<file path="src/design/ssa_pkg.sv">
// Shared constants for the separation steering accumulator.
// Widths of the serial arithmetic units and the configuration register indexes.
// No dependencies.
package ssa_pkg;

  // Serial multiplier operand width and its product width.
  localparam int MUL_W = 24;
  localparam int PROD_W = 2 * MUL_W;

  // Divider dividend and divisor widths.
  localparam int DVD_W = 54;
  localparam int DVS_W = 32;

  // Square root radicand and root widths.
  localparam int RAD_W = 64;
  localparam int ROOT_W = RAD_W / 2;

  // Push accumulator and configuration register widths.
  localparam int ACC_W = 24;
  localparam int CFG_W = 23;
  localparam int CFG_AW = 2;

  localparam logic [CFG_AW-1:0] REG_SEP_RADIUS = 2'd0;
  localparam logic [CFG_AW-1:0] REG_MAX_PUSH = 2'd1;
  localparam logic [CFG_AW-1:0] REG_MIN_DISTANCE = 2'd2;
  localparam logic [CFG_AW-1:0] REG_MIN_PUSH = 2'd3;

endpackage

</file>
<file path="src/design/ssa_mul.sv">
// Shift-and-add unsigned multiplier, one multiplier bit per cycle.
// Depends on ssa_pkg for the operand width.
module ssa_mul import ssa_pkg::*; (
  input  logic              clk,
  input  logic              rst_n,
  input  logic              start,
  input  logic [MUL_W-1:0]  a,
  input  logic [MUL_W-1:0]  b,
  output logic              done,
  output logic [PROD_W-1:0] prod
);

  localparam int CNT_W = $clog2(MUL_W);

  logic              busy_r;
  logic              done_r;
  logic [CNT_W-1:0]  cnt_r;
  logic [MUL_W-1:0]  a_r;
  logic [PROD_W-1:0] p_r;
  logic [MUL_W:0]    hi_sum;
  logic [PROD_W-1:0] p_nxt;

  assign hi_sum = {1'b0, p_r[PROD_W-1:MUL_W]} + (p_r[0] ? {1'b0, a_r} : '0);
  assign p_nxt = {hi_sum, p_r[MUL_W-1:1]};

  always_ff @(posedge clk) begin
    if (!rst_n) begin
      busy_r <= 1'b0;
      done_r <= 1'b0;
      cnt_r <= '0;
    end else begin
      done_r <= 1'b0;
      if (!busy_r) begin
        if (start) begin
          busy_r <= 1'b1;
          cnt_r <= '0;
        end
      end else begin
        cnt_r <= cnt_r + 1'b1;
        if (cnt_r == CNT_W'(MUL_W - 1)) begin
          busy_r <= 1'b0;
          done_r <= 1'b1;
        end
      end
    end
  end

  always_ff @(posedge clk) begin
    if (!busy_r && start) begin
      a_r <= a;
      p_r <= {{MUL_W{1'b0}}, b};
    end else if (busy_r) begin
      p_r <= p_nxt;
    end
  end

  assign done = done_r;
  assign prod = p_r;

endmodule

</file>
<file path="src/design/ssa_div.sv">
// Restoring unsigned divider, one quotient bit per cycle.
// Depends on ssa_pkg for the dividend and divisor widths.
module ssa_div import ssa_pkg::*; (
  input  logic             clk,
  input  logic             rst_n,
  input  logic             start,
  input  logic [DVD_W-1:0] dividend,
  input  logic [DVS_W-1:0] divisor,
  output logic             done,
  output logic [DVD_W-1:0] quotient
);

  localparam int CNT_W = $clog2(DVD_W);

  logic             busy_r;
  logic             done_r;
  logic [CNT_W-1:0] cnt_r;
  logic [DVD_W-1:0] dvd_r;
  logic [DVS_W-1:0] dvs_r;
  logic [DVS_W-1:0] rem_r;
  logic [DVS_W:0]   trial;
  logic [DVS_W:0]   diff;
  logic             ge;

  // The dividend shifts out at the top while quotient bits shift in below.
  assign trial = {rem_r, dvd_r[DVD_W-1]};
  assign ge = trial >= {1'b0, dvs_r};
  assign diff = trial - {1'b0, dvs_r};

  always_ff @(posedge clk) begin
    if (!rst_n) begin
      busy_r <= 1'b0;
      done_r <= 1'b0;
      cnt_r <= '0;
    end else begin
      done_r <= 1'b0;
      if (!busy_r) begin
        if (start) begin
          busy_r <= 1'b1;
          cnt_r <= '0;
        end
      end else begin
        cnt_r <= cnt_r + 1'b1;
        if (cnt_r == CNT_W'(DVD_W - 1)) begin
          busy_r <= 1'b0;
          done_r <= 1'b1;
        end
      end
    end
  end

  always_ff @(posedge clk) begin
    if (!busy_r && start) begin
      dvd_r <= dividend;
      dvs_r <= divisor;
      rem_r <= '0;
    end else if (busy_r) begin
      dvd_r <= {dvd_r[DVD_W-2:0], ge};
      rem_r <= ge ? diff[DVS_W-1:0] : trial[DVS_W-1:0];
    end
  end

  assign done = done_r;
  assign quotient = dvd_r;

endmodule

</file>
<file path="src/design/ssa_sqrt.sv">
// Digit-by-digit integer square root, two radicand bits per cycle.
// Depends on ssa_pkg for the radicand and root widths.
module ssa_sqrt import ssa_pkg::*; (
  input  logic              clk,
  input  logic              rst_n,
  input  logic              start,
  input  logic [RAD_W-1:0]  radicand,
  output logic              done,
  output logic [ROOT_W-1:0] root
);

  localparam int CNT_W = $clog2(ROOT_W);
  localparam int REM_W = ROOT_W + 2;

  logic              busy_r;
  logic              done_r;
  logic [CNT_W-1:0]  cnt_r;
  logic [RAD_W-1:0]  rad_r;
  logic [REM_W-1:0]  rem_r;
  logic [ROOT_W-1:0] root_r;
  logic [REM_W+1:0]  rem_t;
  logic [REM_W+1:0]  trial;
  logic [REM_W+1:0]  diff;
  logic              ge;

  assign rem_t = {rem_r, rad_r[RAD_W-1:RAD_W-2]};
  assign trial = {2'b00, root_r, 2'b01};
  assign ge = rem_t >= trial;
  assign diff = rem_t - trial;

  always_ff @(posedge clk) begin
    if (!rst_n) begin
      busy_r <= 1'b0;
      done_r <= 1'b0;
      cnt_r <= '0;
    end else begin
      done_r <= 1'b0;
      if (!busy_r) begin
        if (start) begin
          busy_r <= 1'b1;
          cnt_r <= '0;
        end
      end else begin
        cnt_r <= cnt_r + 1'b1;
        if (cnt_r == CNT_W'(ROOT_W - 1)) begin
          busy_r <= 1'b0;
          done_r <= 1'b1;
        end
      end
    end
  end

  always_ff @(posedge clk) begin
    if (!busy_r && start) begin
      rad_r <= radicand;
      rem_r <= '0;
      root_r <= '0;
    end else if (busy_r) begin
      rad_r <= {rad_r[RAD_W-3:0], 2'b00};
      rem_r <= ge ? diff[REM_W-1:0] : rem_t[REM_W-1:0];
      root_r <= {root_r[ROOT_W-2:0], ge};
    end
  end

  assign done = done_r;
  assign root = root_r;

endmodule

</file>
<file path="src/design/separation_steering_accumulator.sv">
// Separation steering accumulator: sums falloff-weighted away vectors of neighbors
// and emits the clamped push. Depends on ssa_pkg, ssa_mul, ssa_div and ssa_sqrt.
//
// One neighbor takes two squarings, a square root, three divisions and two
// products, all run one after the other on a single shared bit-serial multiplier,
// divider and two-bit-per-cycle square root unit. An item without a neighbor, or
// one out of range, skips the arithmetic; one within the minimum distance or
// outside the radius stops after the squarings or the square root. A last item
// adds the length test and the scaling of an over-long push. The result sits in an
// output register, so the next transaction is taken while it waits to be read.
module separation_steering_accumulator import ssa_pkg::*; #(
  parameter int COORD_WIDTH = 24
) (
  input  logic                                   clk,
  input  logic                                   rst_n,
  input  logic                                   in_tvalid,
  output logic                                   in_tready,
  // agent_x, agent_z, neighbor_x, neighbor_z from the lowest bit up
  input  logic [((4*COORD_WIDTH+7)/8)*8-1:0]     in_tdata,
  // neighbor_present
  input  logic                                   in_tuser,
  // last_neighbor
  input  logic                                   in_tlast,
  output logic                                   out_tvalid,
  input  logic                                   out_tready,
  // push_x, push_z from the lowest bit up
  output logic [2*ACC_W-1:0]                     out_tdata,
  input  logic                                   cfg_we,
  input  logic [CFG_AW-1:0]                      cfg_addr,
  input  logic [CFG_W-1:0]                       cfg_wdata
);

  localparam int CW = COORD_WIDTH;
  localparam int DXW = CW + 1;
  localparam int MAG_W = 23;

  localparam logic [4:0] S_IDLE = 5'd0;
  localparam logic [4:0] S_PREP = 5'd1;
  localparam logic [4:0] S_SQX = 5'd2;
  localparam logic [4:0] S_SQZ = 5'd3;
  localparam logic [4:0] S_TEST = 5'd4;
  localparam logic [4:0] S_SQRT = 5'd5;
  localparam logic [4:0] S_WDIV = 5'd6;
  localparam logic [4:0] S_UXDIV = 5'd7;
  localparam logic [4:0] S_UXMUL = 5'd8;
  localparam logic [4:0] S_UZDIV = 5'd9;
  localparam logic [4:0] S_UZMUL = 5'd10;
  localparam logic [4:0] S_FIN = 5'd11;
  localparam logic [4:0] S_LX = 5'd12;
  localparam logic [4:0] S_LZ = 5'd13;
  localparam logic [4:0] S_LMIN = 5'd14;
  localparam logic [4:0] S_LMAX = 5'd15;
  localparam logic [4:0] S_LSQRT = 5'd16;
  localparam logic [4:0] S_NXMUL = 5'd17;
  localparam logic [4:0] S_NXDIV = 5'd18;
  localparam logic [4:0] S_NZMUL = 5'd19;
  localparam logic [4:0] S_NZDIV = 5'd20;
  localparam logic [4:0] S_EMIT = 5'd21;

  logic [4:0] state_r, state_nxt;

  // Configuration registers.
  logic [CFG_W-1:0] sep_radius_r;
  logic [CFG_W-1:0] max_push_r;
  logic [7:0]       min_distance_r;
  logic [15:0]      min_push_r;

  // Item and working registers.
  logic signed [DXW-1:0] dx_r, dz_r;
  logic                  present_r, last_r;
  logic [MAG_W-1:0]      adx_r, adz_r;
  logic [PROD_W-1:0]     d2_r;
  logic [ROOT_W-1:0]     dq_r;
  logic [16:0]           w_r;
  logic [ACC_W-1:0]      acc_x_r, acc_z_r;
  logic [ACC_W-1:0]      res_x_r, res_z_r;
  logic                  out_valid_r;
  logic [ACC_W-1:0]      out_x_r, out_z_r;

  // Arithmetic unit hookup.
  logic              mul_go, mul_done;
  logic [MUL_W-1:0]  mul_a, mul_b;
  logic [PROD_W-1:0] mul_prod;
  logic              div_go, div_done;
  logic [DVD_W-1:0]  div_dvd;
  logic [DVS_W-1:0]  div_dvs;
  logic [DVD_W-1:0]  div_quo;
  logic              sq_go, sq_done;
  logic [RAD_W-1:0]  sq_rad;
  logic [ROOT_W-1:0] sq_root;

  ssa_mul u_mul (
    .clk(clk), .rst_n(rst_n), .start(mul_go), .a(mul_a), .b(mul_b),
    .done(mul_done), .prod(mul_prod)
  );

  ssa_div u_div (
    .clk(clk), .rst_n(rst_n), .start(div_go), .dividend(div_dvd), .divisor(div_dvs),
    .done(div_done), .quotient(div_quo)
  );

  ssa_sqrt u_sqrt (
    .clk(clk), .rst_n(rst_n), .start(sq_go), .radicand(sq_rad),
    .done(sq_done), .root(sq_root)
  );

  // Input unpacking and the position differences.
  logic signed [CW-1:0]  ax, az, nx, nz;
  logic signed [DXW-1:0] dx_in, dz_in;

  assign ax = in_tdata[CW-1:0];
  assign az = in_tdata[2*CW-1:CW];
  assign nx = in_tdata[3*CW-1:2*CW];
  assign nz = in_tdata[4*CW-1:3*CW];
  assign dx_in = DXW'(ax) - DXW'(nx);
  assign dz_in = DXW'(az) - DXW'(nz);

  // Magnitudes of the differences; anything at or above 2^23 is out of range.
  logic [DXW-1:0]       dx_mag, dz_mag;
  logic [DXW+MAG_W-1:0] dx_ext, dz_ext;
  logic                 far;

  assign dx_mag = dx_r[DXW-1] ? DXW'(-dx_r) : DXW'(dx_r);
  assign dz_mag = dz_r[DXW-1] ? DXW'(-dz_r) : DXW'(dz_r);
  assign dx_ext = {{MAG_W{1'b0}}, dx_mag};
  assign dz_ext = {{MAG_W{1'b0}}, dz_mag};
  assign far = (|dx_ext[DXW+MAG_W-1:MAG_W]) || (|dz_ext[DXW+MAG_W-1:MAG_W]);

  // Radius in 1/256 units and the falloff numerator.
  logic [30:0] r_big;
  logic [30:0] r_minus_dq;
  logic        radius_hit;
  logic [15:0] md_sq;

  assign r_big = {sep_radius_r, 8'b0};
  assign radius_hit = {1'b0, r_big} > sq_root;
  assign r_minus_dq = r_big - sq_root[30:0];
  assign md_sq = {8'b0, min_distance_r} * {8'b0, min_distance_r};

  // Push magnitudes.
  logic [ACC_W-1:0] px_mag, pz_mag;

  assign px_mag = acc_x_r[ACC_W-1] ? ACC_W'(-acc_x_r) : acc_x_r;
  assign pz_mag = acc_z_r[ACC_W-1] ? ACC_W'(-acc_z_r) : acc_z_r;

  // Term of one component and its saturating add.
  logic [16:0]      term;
  logic [ACC_W:0]   term_ext;
  logic [ACC_W:0]   sum_x, sum_z;
  logic [ACC_W-1:0] sat_x, sat_z;

  assign term = mul_prod[32:16];
  assign term_ext = {{(ACC_W-16){1'b0}}, term};
  assign sum_x = dx_r[DXW-1] ? {acc_x_r[ACC_W-1], acc_x_r} - term_ext
                             : {acc_x_r[ACC_W-1], acc_x_r} + term_ext;
  assign sum_z = dz_r[DXW-1] ? {acc_z_r[ACC_W-1], acc_z_r} - term_ext
                             : {acc_z_r[ACC_W-1], acc_z_r} + term_ext;
  assign sat_x = (sum_x[ACC_W] != sum_x[ACC_W-1]) ?
                 (sum_x[ACC_W] ? {1'b1, {(ACC_W-1){1'b0}}} : {1'b0, {(ACC_W-1){1'b1}}})
                 : sum_x[ACC_W-1:0];
  assign sat_z = (sum_z[ACC_W] != sum_z[ACC_W-1]) ?
                 (sum_z[ACC_W] ? {1'b1, {(ACC_W-1){1'b0}}} : {1'b0, {(ACC_W-1){1'b1}}})
                 : sum_z[ACC_W-1:0];

  // Scaled component, limited to max_push, with the sign put back.
  logic [CFG_W-1:0] scaled;
  logic             scale_neg;
  logic [ACC_W-1:0] scaled_out;

  assign scaled = (div_quo > {{(DVD_W-CFG_W){1'b0}}, max_push_r}) ? max_push_r
                                                                   : div_quo[CFG_W-1:0];
  assign scale_neg = (state_r == S_NXDIV) ? acc_x_r[ACC_W-1] : acc_z_r[ACC_W-1];
  assign scaled_out = scale_neg ? ACC_W'(-{1'b0, scaled}) : {1'b0, scaled};

  logic emit_fire;
  assign emit_fire = (state_r == S_EMIT) && (!out_valid_r || out_tready);

  // Sequencer: next state and the operands of the shared units.
  always_comb begin
    state_nxt = state_r;
    mul_go = 1'b0;
    mul_a = '0;
    mul_b = '0;
    div_go = 1'b0;
    div_dvd = '0;
    div_dvs = '0;
    sq_go = 1'b0;
    sq_rad = '0;
    case (state_r)
      S_IDLE: begin
        if (in_tvalid) state_nxt = S_PREP;
      end
      S_PREP: begin
        if (!present_r || far) begin
          state_nxt = S_FIN;
        end else begin
          mul_go = 1'b1;
          mul_a = {1'b0, dx_ext[MAG_W-1:0]};
          mul_b = {1'b0, dx_ext[MAG_W-1:0]};
          state_nxt = S_SQX;
        end
      end
      S_SQX: begin
        if (mul_done) begin
          mul_go = 1'b1;
          mul_a = {1'b0, adz_r};
          mul_b = {1'b0, adz_r};
          state_nxt = S_SQZ;
        end
      end
      S_SQZ: begin
        if (mul_done) state_nxt = S_TEST;
      end
      S_TEST: begin
        if (d2_r > {{(PROD_W-16){1'b0}}, md_sq}) begin
          sq_go = 1'b1;
          sq_rad = {d2_r, 16'b0};
          state_nxt = S_SQRT;
        end else begin
          state_nxt = S_FIN;
        end
      end
      S_SQRT: begin
        if (sq_done) begin
          if (radius_hit) begin
            div_go = 1'b1;
            div_dvd = {7'b0, r_minus_dq, 16'b0};
            div_dvs = {1'b0, r_big};
            state_nxt = S_WDIV;
          end else begin
            state_nxt = S_FIN;
          end
        end
      end
      S_WDIV: begin
        if (div_done) begin
          div_go = 1'b1;
          div_dvd = {7'b0, adx_r, 24'b0};
          div_dvs = dq_r;
          state_nxt = S_UXDIV;
        end
      end
      S_UXDIV: begin
        if (div_done) begin
          mul_go = 1'b1;
          mul_a = div_quo[MUL_W-1:0];
          mul_b = {7'b0, w_r};
          state_nxt = S_UXMUL;
        end
      end
      S_UXMUL: begin
        if (mul_done) begin
          div_go = 1'b1;
          div_dvd = {7'b0, adz_r, 24'b0};
          div_dvs = dq_r;
          state_nxt = S_UZDIV;
        end
      end
      S_UZDIV: begin
        if (div_done) begin
          mul_go = 1'b1;
          mul_a = div_quo[MUL_W-1:0];
          mul_b = {7'b0, w_r};
          state_nxt = S_UZMUL;
        end
      end
      S_UZMUL: begin
        if (mul_done) state_nxt = S_FIN;
      end
      S_FIN: begin
        if (!last_r) begin
          state_nxt = S_IDLE;
        end else if (sep_radius_r == '0) begin
          state_nxt = S_EMIT;
        end else begin
          mul_go = 1'b1;
          mul_a = px_mag;
          mul_b = px_mag;
          state_nxt = S_LX;
        end
      end
      S_LX: begin
        if (mul_done) begin
          mul_go = 1'b1;
          mul_a = pz_mag;
          mul_b = pz_mag;
          state_nxt = S_LZ;
        end
      end
      S_LZ: begin
        if (mul_done) begin
          mul_go = 1'b1;
          mul_a = {8'b0, min_push_r};
          mul_b = {8'b0, min_push_r};
          state_nxt = S_LMIN;
        end
      end
      S_LMIN: begin
        if (mul_done) begin
          if (d2_r < mul_prod) begin
            state_nxt = S_EMIT;
          end else begin
            mul_go = 1'b1;
            mul_a = {1'b0, max_push_r};
            mul_b = {1'b0, max_push_r};
            state_nxt = S_LMAX;
          end
        end
      end
      S_LMAX: begin
        if (mul_done) begin
          if (d2_r > mul_prod) begin
            sq_go = 1'b1;
            sq_rad = {d2_r, 16'b0};
            state_nxt = S_LSQRT;
          end else begin
            state_nxt = S_EMIT;
          end
        end
      end
      S_LSQRT: begin
        if (sq_done) begin
          mul_go = 1'b1;
          mul_a = px_mag;
          mul_b = {1'b0, max_push_r};
          state_nxt = S_NXMUL;
        end
      end
      S_NXMUL: begin
        if (mul_done) begin
          div_go = 1'b1;
          div_dvd = {mul_prod[DVD_W-9:0], 8'b0};
          div_dvs = dq_r;
          state_nxt = S_NXDIV;
        end
      end
      S_NXDIV: begin
        if (div_done) begin
          mul_go = 1'b1;
          mul_a = pz_mag;
          mul_b = {1'b0, max_push_r};
          state_nxt = S_NZMUL;
        end
      end
      S_NZMUL: begin
        if (mul_done) begin
          div_go = 1'b1;
          div_dvd = {mul_prod[DVD_W-9:0], 8'b0};
          div_dvs = dq_r;
          state_nxt = S_NZDIV;
        end
      end
      S_NZDIV: begin
        if (div_done) state_nxt = S_EMIT;
      end
      S_EMIT: begin
        if (emit_fire) state_nxt = S_IDLE;
      end
      default: begin
        state_nxt = S_IDLE;
      end
    endcase
  end

  // Control state, configuration and the push accumulator.
  always_ff @(posedge clk) begin
    if (!rst_n) begin
      state_r <= S_IDLE;
      out_valid_r <= 1'b0;
      sep_radius_r <= CFG_W'(512);
      max_push_r <= CFG_W'(65536);
      min_distance_r <= 8'd1;
      min_push_r <= 16'd1;
      acc_x_r <= '0;
      acc_z_r <= '0;
    end else begin
      state_r <= state_nxt;
      if (cfg_we) begin
        case (cfg_addr)
          REG_SEP_RADIUS:   sep_radius_r <= cfg_wdata;
          REG_MAX_PUSH:     max_push_r <= cfg_wdata;
          REG_MIN_DISTANCE: min_distance_r <= cfg_wdata[7:0];
          REG_MIN_PUSH:     min_push_r <= cfg_wdata[15:0];
          default: ;
        endcase
      end
      if (state_r == S_UXMUL && mul_done) acc_x_r <= sat_x;
      if (state_r == S_UZMUL && mul_done) acc_z_r <= sat_z;
      if (emit_fire) begin
        acc_x_r <= '0;
        acc_z_r <= '0;
        out_valid_r <= 1'b1;
      end else if (out_tready) begin
        out_valid_r <= 1'b0;
      end
    end
  end

  // Datapath registers.
  always_ff @(posedge clk) begin
    if (state_r == S_IDLE && in_tvalid) begin
      dx_r <= dx_in;
      dz_r <= dz_in;
      present_r <= in_tuser;
      last_r <= in_tlast;
    end
    if (state_r == S_PREP) begin
      adx_r <= dx_ext[MAG_W-1:0];
      adz_r <= dz_ext[MAG_W-1:0];
    end
    if ((state_r == S_SQX || state_r == S_LX) && mul_done) d2_r <= mul_prod;
    if ((state_r == S_SQZ || state_r == S_LZ) && mul_done) d2_r <= d2_r + mul_prod;
    if ((state_r == S_SQRT || state_r == S_LSQRT) && sq_done) dq_r <= sq_root;
    if (state_r == S_WDIV && div_done) w_r <= div_quo[16:0];
    if (state_r == S_FIN) begin
      res_x_r <= '0;
      res_z_r <= '0;
    end
    if (state_r == S_LMAX && mul_done && !(d2_r > mul_prod)) begin
      res_x_r <= acc_x_r;
      res_z_r <= acc_z_r;
    end
    if (state_r == S_NXDIV && div_done) res_x_r <= scaled_out;
    if (state_r == S_NZDIV && div_done) res_z_r <= scaled_out;
    if (emit_fire) begin
      out_x_r <= res_x_r;
      out_z_r <= res_z_r;
    end
  end

  assign in_tready = (state_r == S_IDLE);
  assign out_tvalid = out_valid_r;
  assign out_tdata = {out_z_r, out_x_r};

`ifndef ASSERT_OFF
  a_emit_clears: assert property (@(posedge clk) disable iff (!rst_n)
    emit_fire |=> (acc_x_r == '0) && (acc_z_r == '0))
    else $error("push accumulator not cleared after a result");
  a_falloff_range: assert property (@(posedge clk) disable iff (!rst_n)
    (state_r == S_UXDIV) |-> (w_r <= 17'h10000))
    else $error("falloff weight above one");
  a_inside_radius: assert property (@(posedge clk) disable iff (!rst_n)
    (state_r == S_WDIV) |-> ({1'b0, r_big} > dq_r))
    else $error("falloff computed for a neighbor outside the radius");
`endif

endmodule

</file>
<file path="config.mk">
export PLATFORM = sky130hd
export DESIGN_NAME = separation_steering_accumulator
export DESIGN_NICKNAME = d
export VERILOG_FILES = /design/src/design/ssa_pkg.sv /design/src/design/ssa_mul.sv /design/src/design/ssa_div.sv /design/src/design/ssa_sqrt.sv /design/src/design/separation_steering_accumulator.sv
export SDC_FILE = /design/constraint.sdc
export NUM_CORES = 2
export LEC_CHECK = 0
export ABC_CLOCK_PERIOD_IN_PS = 6400
export BUFFER_PORTS_ARGS = -buffer_cell sky130_fd_sc_hd__buf_2
export CAP_MARGIN = 15
export CORE_ASPECT_RATIO = 1.75
export CORE_MARGIN = 1
export CORE_UTILIZATION = 45
export CTS_CLUSTER_DIAMETER = 50
export DETAILED_ROUTE_END_ITERATION = 10
export SKIP_CTS_REPAIR_TIMING = 1
export SYNTH_ARGS = -nofsm -noshare
export SYNTH_HDL_FRONTEND = slang
export SYNTH_SLANG_ARGS = --single-unit
</file>
<file path="constraint.sdc">
create_clock -name clk -period 6.4 [get_ports clk]
set_input_delay 1.28 -clock clk [delete_from_list [all_inputs] [get_ports clk]]
set_output_delay 1.28 -clock clk [all_outputs]
set_load 0.03 [all_outputs]
</file>
==> run metrics <==
Vias=43200; area of the multi-input gates=28000 sq um; cts bufs inserted=87; H-tree depth=3; die span in y=441 um; post-route minimum period=6.29 ns; slew margin rel.=0.176; share of layout cells above drive strength 1=0.118; Worst Setup End Kind=flip-flop; switching pwr=0.00693 W; I/O Pins=178; worst flop-to-flop path endpoint=u_sqrt.rad_r[44]$_DFFE_PP_; TritonCTS clock tree=done; Critical Path Most Common Cell=fa_1; root buffer cell=clkbuf_16; die area=112000 sq um; RD Place Congestion=1.07; synthesized cell area=49600 sq um; critical setup path kind=flip-flop to flip-flop; hold_ws=0.413 ns; R2R cell count=28; Starting DRT DRC Count=3498; Final Cycle Share=0.983; ys async rst share=0; Fin. Hold Viols=0; largest net degree at the start of global routing=97; drt total wl=191 mm; Initial Util=0.455; commonest non-fill, non-tap cell in the layout=nand2_1; Die Width=253 um; register area=19600 sq um; skew final=0.0332 ns; sequential share of the synthesized area=0.395; Fill cells=10300; unrepaired setup endpoints after global routing=yes; Cells after DPL=6941; first-pass GRT wire length=273 mm; Max-cap violations=0; Routed Antenna Nets=0; r2r startpoint=min_distance_r[3]$_SDFFE_PN0P_; Avg Vias per Cell=6.05; vias in the first global route=41800; Placement Rows=160; leakage power total=22.3 nW; hold-critical path endpoint=out_x_r[21]$_DFFE_PP_; worst hold start=res_x_r[21]$_DFFE_PP_; Synth Net Count=5950; Setup Slack @ Placement=-0.0838 ns; Final WS setup=0.108 ns; clock buffer depth=3; Post-Layout Cell Count=7136; worst path arrival time=6.76 ns; Global Route Usage Sum=0.335; status=finished, final reports clean; Hold Path Stages=0; DP HPWL=145 mm; FMAX=0.159 GHz; Sink Count=741; number of synthesized register bits=741; Worst Hold Class=flip-flop to flip-flop; yosys warns=0; internal power=0.0112 W; internal reg-to-reg setup slack=0.11 ns; port buffer count=177; post-route design area=56300 sq um; most common flop cell mapped by yosys=edfxtp_1; sw frac=0.383; PD cells=322 nW/um^2; Setup Viol. Count Final=0; most frequent cells in the layout=nand2_1, edfxtp_1, ha_1; syn avg cell area=9.17 sq um; grt ovf=0; clock-pin slew on the worst setup and hold paths=0.07 ns; Worst Max-Slew Pin Slew=1.23 ns; placed cell area=52800 sq um; WL/cell=26.7 um; first drt pass iteration count=7; number of synthesized flops with an enable pin=473; Synth cell types=106; Worst IR Drop VDD=0.252 mV; Crit path required time=6.87 ns; CP Launch Type=flip-flop; fin. max-slew vios=0; latest clock arrival within the worst-skew pair=0.72 ns; combinational power share=0.360; Clock power frac=0.287; fin nets=6137; initial antenna violation count=9; critical-path maximum fanout=12; Seq pwr share=0.353; Cells after Synth=5408; DRC Markers=0; Core ar.=109000 sq um; post-layout util=0.517; max incr delay on CP=0.57 ns; worst-path cell with the longest stage delay=fa_1; P&R area growth vs syn=13.5%
[critical path: cells and delay by family, from the launching register on]
| family | cells | cell delay, ns |
|---|---|---|
| xor+xnor | 1 | 0.16 |
| simple gates | 5 | 0.64 |
| flops | 1 | 0.36 |
| buf+inv | 7 | 0.90 |
| fa+ha+maj | 6 | 2.64 |
| compound gates | 9 | 1.34 |
[cell families after synthesis]
family / Yosys count / share of synthesized area
AND/OR/NAND/NOR: 1626 / 0.154
flip-flops: 741 / 0.395
buffers and inverters: 625 / 0.0485
XOR/XNOR: 379 / 0.0669
adder cells (fa/ha/maj): 443 / 0.115
multiplexers: 62 / 0.0138
AO/OA/AOI/OAI: 1532 / 0.207
[flip-flops by register name, summed over array words and instances, names as in the netlist, 24 cells and up]
name	count
u_div.quotient	54
d2_r	48
u_mul.prod	48
u_sqrt.rad_r	48
u_sqrt.rem_r	34
dq_r	32
u_div.dvs_r	32
u_div.rem_r	32
u_sqrt.root	32
dx_r	25
dz_r	25
acc_x_r	24
acc_z_r	24
out_x_r	24
out_z_r	24
res_x_r	24
res_z_r	24
u_mul.a_r	24
[area by class of cell]
class / count / area share
multi-input cells: 4042 / 0.497
clock buffers: 110 / 0.0421
inverters: 366 / 0.0245
repair buffers: 357 / 0.0456
clock inverters: 54 / 0.0100
well taps: 1458 / 0.0324
diodes: 8 / 0.000356
flip-flops and latches: 741 / 0.348
[metal layers]
metal | global-route usage | wire length [um]
met1 | 0.359 | 67900
met2 | 0.577 | 93500
met3 | 0.0553 | 10700
met4 | 0.280 | 18500
met5 | 0 | 71
[power by group through the flow]
stage	Sequential (W)	Combinational [W]	Clock, W
after detailed placement	0.00647	0.00630	0
after global routing	0.00642	0.00706	0.00542
after floorplan	0.00614	0.00453	0
final	0.00640	0.00652	0.00520
after CTS	0.00638	0.00633	0.00527
after global placement	0.00647	0.00625	0
[how the worst max path moves through the flow]
stage                                         startpoint                        endpoint  cells past startpoint
after floorplan           min_distance_r[2]$_SDFFE_PN0P_  u_sqrt.rad_r[16]$_SDFFCE_PN0P_                     26
after global placement    min_distance_r[1]$_SDFFE_PN0P_   u_sqrt.rem_r[23]$_SDFFE_PP0P_                     30
after detailed placement  min_distance_r[1]$_SDFFE_PN0P_   u_sqrt.rem_r[24]$_SDFFE_PP0P_                     30
after CTS                 min_distance_r[1]$_SDFFE_PN0P_   u_sqrt.rem_r[33]$_SDFFE_PP0P_                     31
after global routing      min_distance_r[3]$_SDFFE_PN0P_      u_sqrt.rad_r[39]$_DFFE_PP_                     28
final                     min_distance_r[3]$_SDFFE_PN0P_      u_sqrt.rad_r[44]$_DFFE_PP_                     28
[synth_stat cells, types with 28 or more instances]
master,instances,area (sq um)
a21oi_1,375,1880
nand3_1,111,556
and3_1,30,188
nor2_1,365,1370
a21o_1,128,961
nor2b_1,41,257
o21ai_0,325,1630
o31ai_1,44,330
nand4_1,48,300
a31oi_1,41,257
a22o_1,108,946
edfxtp_1,473,14200
xnor2_1,259,2270
inv_1,361,1360
nor3_1,90,450
a211oi_1,63,473
nand2_1,617,2320
mux2_2,49,552
dfxtp_1,268,5370
buf_2,28,140
o21a_1,42,315
o211ai_1,38,285
nand2b_1,73,457
o22ai_1,31,194
fa_1,32,641
clkbuf_1,217,815
nor4_1,55,344
xor2_1,120,1050
a221oi_1,38,333
or3_1,35,219
and2_1,73,457
ha_1,382,4780
maj3_1,29,290
o21bai_1,44,330
[through the flow]
stage | TNS, ns | total power [W]
after floorplan | 0 | 0.0107
after global placement | -0.298 | 0.0127
after detailed placement | -3.41 | 0.0128
after CTS | -9.52 | 0.0180
after global routing | -13.26 | 0.0189
final | 0 | 0.0181
Power figures use the tool's default switching activity.
